### src/hw/rtl/mpq_pkg.sv
// package for the multilevel priority queue with tag flush
// shared types, op and status codes; no dependencies
`default_nettype none
package mpq_pkg;
  localparam int unsigned NumLevelsDef  = 8;
  localparam int unsigned MaxEntriesDef = 64;
  localparam int unsigned DataW = 32;
  localparam int unsigned TagW  = 32;
  localparam int unsigned LvlW  = 4;
  localparam int unsigned CntW  = 7;
  localparam int unsigned OpW   = 3;

  typedef enum logic [OpW-1:0] {
    OP_PUSH   = 3'd0,
    OP_POP    = 3'd1,
    OP_PEEK   = 3'd2,
    OP_REMOVE = 3'd3,
    OP_CLEAR  = 3'd4
  } op_e;

  typedef enum logic [1:0] {
    ST_OK      = 2'd0,
    ST_INVALID = 2'd1,
    ST_FULL    = 2'd2,
    ST_EMPTY   = 2'd3
  } status_e;

  typedef struct packed {
    logic [OpW-1:0]   op;
    logic [DataW-1:0] data;
    logic [LvlW-1:0]  priority_req;
    logic [TagW-1:0]  tag;
  } req_t;

  typedef struct packed {
    logic [1:0]       status;
    logic             has_data;
    logic [DataW-1:0] data_out;
    logic [CntW-1:0]  removed_count;
    logic [CntW-1:0]  count;
  } rsp_t;
endpackage
`default_nettype wire

### src/hw/rtl/mpq_front.sv
// front end: accepts request beats into a two-entry queue
// depends on mpq_pkg
`default_nettype none
module mpq_front (
  input  wire logic          clk_i,
  input  wire logic          rst_ni,
  input  wire logic          in_valid_i,
  output logic               in_ready_o,
  input  wire mpq_pkg::req_t in_req_i,
  output logic               q_valid_o,
  input  wire logic          q_ready_i,
  output mpq_pkg::req_t      q_req_o
);
  import mpq_pkg::*;

  req_t       mem_q [2];
  logic       wr_q, rd_q;
  logic [1:0] cnt_q;
  logic       push, pop;

  assign in_ready_o = (cnt_q != 2'd2);
  assign q_valid_o  = (cnt_q != 2'd0);
  assign q_req_o    = mem_q[rd_q];
  assign push = in_valid_i && in_ready_o;
  assign pop  = q_valid_o && q_ready_i;

  always_ff @(posedge clk_i) begin
    if (push) mem_q[wr_q] <= in_req_i;
  end

  always_ff @(posedge clk_i or negedge rst_ni) begin
    if (!rst_ni) begin
      wr_q <= 1'b0; rd_q <= 1'b0; cnt_q <= 2'd0;
    end else begin
      if (push) wr_q <= ~wr_q;
      if (pop) rd_q <= ~rd_q;
      cnt_q <= cnt_q + {1'b0, push} - {1'b0, pop};
    end
  end

  a_cnt_bound: assert property (@(posedge clk_i) disable iff (!rst_ni)
    cnt_q != 2'd3) else $error("queue count overflow");
  a_no_ovf: assert property (@(posedge clk_i) disable iff (!rst_ni)
    cnt_q == 2'd2 && !pop |=> cnt_q == 2'd2) else $error("queue lost a beat");
  a_ptr: assert property (@(posedge clk_i) disable iff (!rst_ni)
    (cnt_q == 2'd0 || cnt_q == 2'd2) |-> wr_q == rd_q) else $error("pointer skew");
endmodule
`default_nettype wire

### config.mk
export PLATFORM = sky130hd
export DESIGN_NAME = mpq_front
export DESIGN_NICKNAME = d
export VERILOG_FILES = /design/src/hw/rtl/mpq_pkg.sv /design/src/hw/rtl/mpq_front.sv
export SDC_FILE = /design/constraint.sdc
export NUM_CORES = 1
export LEC_CHECK = 0
export ABC_AREA = 0
export BUFFER_PORTS_ARGS = -buffer_cell sky130_fd_sc_hd__buf_4
export CORE_MARGIN = 2
export CORE_UTILIZATION = 40
export DETAILED_ROUTE_END_ITERATION = 7
export MAX_ROUTING_LAYER = met4
export PLACE_DENSITY = 0.75
export SKIP_LAST_GASP = 1
export SLEW_MARGIN = 20
export SYNTH_ARGS = -nofsm -noshare
export SYNTH_HDL_FRONTEND = slang
export SYNTH_SLANG_ARGS = --single-unit
### constraint.sdc
create_clock -name clk_i -period 4.1 [get_ports clk_i]
set_clock_uncertainty 0.1 [all_clocks]
set_input_delay 0.41 -clock clk_i [delete_from_list [all_inputs] [get_ports clk_i]]
set_output_delay 0.41 -clock clk_i [all_outputs]
set_load 0.005 [all_outputs]
==> impl_metrics.yaml <==
sta:
  rsz0062_at_grt: "no"
  tightest_slew_ns: 0.993
  relSlewSlack: 0.338
  fin_crit_sh: 0.698
  setup_viol_count_final: 0
  whs_ns: 0.0812
  maxSlewViolCount: 0
  hold_violations: 0
  finalSetupTns_ns: 0
  post-route-min-period_ns: 2.86
  fmax_mhz: 350
floorplan:
  ios: 148
  initial_utilization: 0.409
  placementRows: 43
  die_h_um: 123
  die_w_um: 123
  dieArea_sq_um: 15200
  core_sq_um: 13900
setup_path:
  required_ns: 3.59
  crit_arrival_ns: 2.35
  reg2reg_depth: 4
  critPathMaxFanout: 48
  endpoint_kind: "output port"
  path_class: "reg -> out"
  critPathLaunchType: "flip-flop"
place:
  port_buffers: 147
  gp_congestion: 0.657
  place_inst: 561
  hpwlAfterDp_um: 6250
layout:
  final_cell_mix: "buf_4 (151), edfxtp_1 (142), mux2_4 (69), clkbuf_16 (17)"
  layout-drive-gt1-share: 0.604
  syn_to_final_growth_pct: 32.4
  final_util: 0.541
  final_cells: 594
  finalNetCount: 478
  n_antenna_cell: 0
  final_common_cell: "buf_4"
logic_synthesis:
  syn_avg_cell_area_sq_um: 23.8
  yosys.area_share.simple: 0.00618
  synth_xor_area_frac: 0.00618
  synth_top_family_by_area: "multiplexers"
  yosys_warnings: 0
  synth_compound_area_frac: 0
  ys_types: 16
  muxShareOfSynthArea: 0.187
  syn_nets: 315
  yosysSeqAreaShare: 0.769
  synth-adder-area-share: 0.00441
  ys_ff_latch: 146
  syn_inst: 238
  syn_area_sq_um: 5670
routing:
  first_iter_violations: 150
  via_per_inst: 4.54
  drc_errors: 0
  ant_nets: 0
  via_count: 2698
  finalWirelength_um: 9630
  first_pass_iters: 4
  routedWlPerCell_um: 16.2
pwr:
  leakage_nw: 3.00
  p_per_area_nw_per_um2: 719
  peakVddDrop_mv: 0.362
  power_mw: 5.40
hold_path:
  worstHoldPathCells: 1
  hold_path_class: "in -> reg"
grt:
  grt_overflow_total: 0
  gr-usage-met3: 0.0494
  track_usage: 0.135
  use_met2: 0.220
  grt_antenna_before_repair: 0
  grt_pass1_vias: 2914
  grt_pass1_wl_um: 14300
  grt_start_max_net_pins: 72
  grtUsageMet1: 0.143
  busiest_layer: "met2"
clock_network:
  clk_pin_slew_worst_paths_ns: 0.05
  clk_latency_ns: 0.41
  htreeDepth: 4
  cts_root_buf: "clkbuf_16"
  cts_tree: "built"
  cts_buffers: 17
  cts.sinks: 146
  clk_path_buf_depth: 2
status:
  status: "finished, final reports clean"
flow_run:
  cap_violations: 0
[repair_timing]
action | in CTS | in global routing
gates resized for setup | 0 | 0
setup buffers | 0 | 0
endpoints found under the hold margin | 4 | 0
hold buffers | 1 | 0
[through the flow]
stage / setup slack (ns) / cell area [sq um]
after global placement: 1.68 / 6900
after global routing: 1.12 / 7510
final: 1.24 / 7510
after detailed placement: 1.64 / 6900
after CTS: 1.18 / 7510
after floorplan: 1.11 / 5680
[metal layers]
layer	part of all wire	routed length, um
met2	0.53	5060
met1	0.39	3790
met3	0.062	599
met4	0.019	187
met5	0	0
[synth_stat cells]
library cell	instances	area share
or2_1	1	0.0011
and2_4	1	0.0015
dfrtp_1	4	0.018
edfxtp_1	142	0.75
nor2_1	1	0.00066
buf_6	1	0.0020
xnor2_1	3	0.0046
and3_1	1	0.0011
mux2_1	2	0.0040
ha_1	2	0.0044
inv_1	1	0.00066
buf_12	7	0.025
nand2_1	1	0.00066
nand2b_1	1	0.0011
xor2_1	1	0.0015
mux2_4	69	0.18
[sequential cells by signal, indices dropped and copies added, names as in the netlist]
signal / cells
wr_q: 1
mem_q: 142
cnt_q: 2
rd_q: 1
[final timing paths]
path / start / to / slack [ns]
worst max register to register: cnt_q[1] / mem_q[0][11] / 1.75
max in group asynchronous: rst_ni / rd_q / 3.54
worst min register to register: cnt_q[0] / cnt_q[0] / 0.42
worst max-delay path: rd_q / q_req_o[29] / 1.24
worst min-delay path: in_req_i[67] / mem_q[0][67] / 0.08
min in group asynchronous: rst_ni / cnt_q[0] / 0.24
[area by class of cell]
type	instances	area, sq um
multi-input combinational	83	1170
clock inverter	11	161
fill	1101	6370
sequential	146	4370
clock buffer	21	440
inverter	1	3.75
timing repair buffer	152	1140
tap	180	225
[cell families (layout without fill, tap and decap cells)]
kind of cell,after synthesis,after routing
adder cells (fa/ha/maj),2,2
buffers and inverters,9,185
XOR/XNOR,4,4
flip-flops,146,146
multiplexers,71,71
AND/OR/NAND/NOR,6,6
[power by group]
| group | leakage (nW) | internal [mW] | switching, mW |
|---|---|---|---|
| logic | 1.35 | 0.999 | 0.571 |
| clock network | 0.286 | 1.01 | 0.549 |
| registers | 1.36 | 2.05 | 0.220 |
| total | 3.00 | 4.06 | 1.34 |
[critical path, cell delays in order, from the launching register on]
cell and delay [ns]:
dfrtp_4 1.05, buf_4 0.41, mux2_4 0.34, buf_4 0.14
No activity file was read; power rests on OpenSTA's default activity.
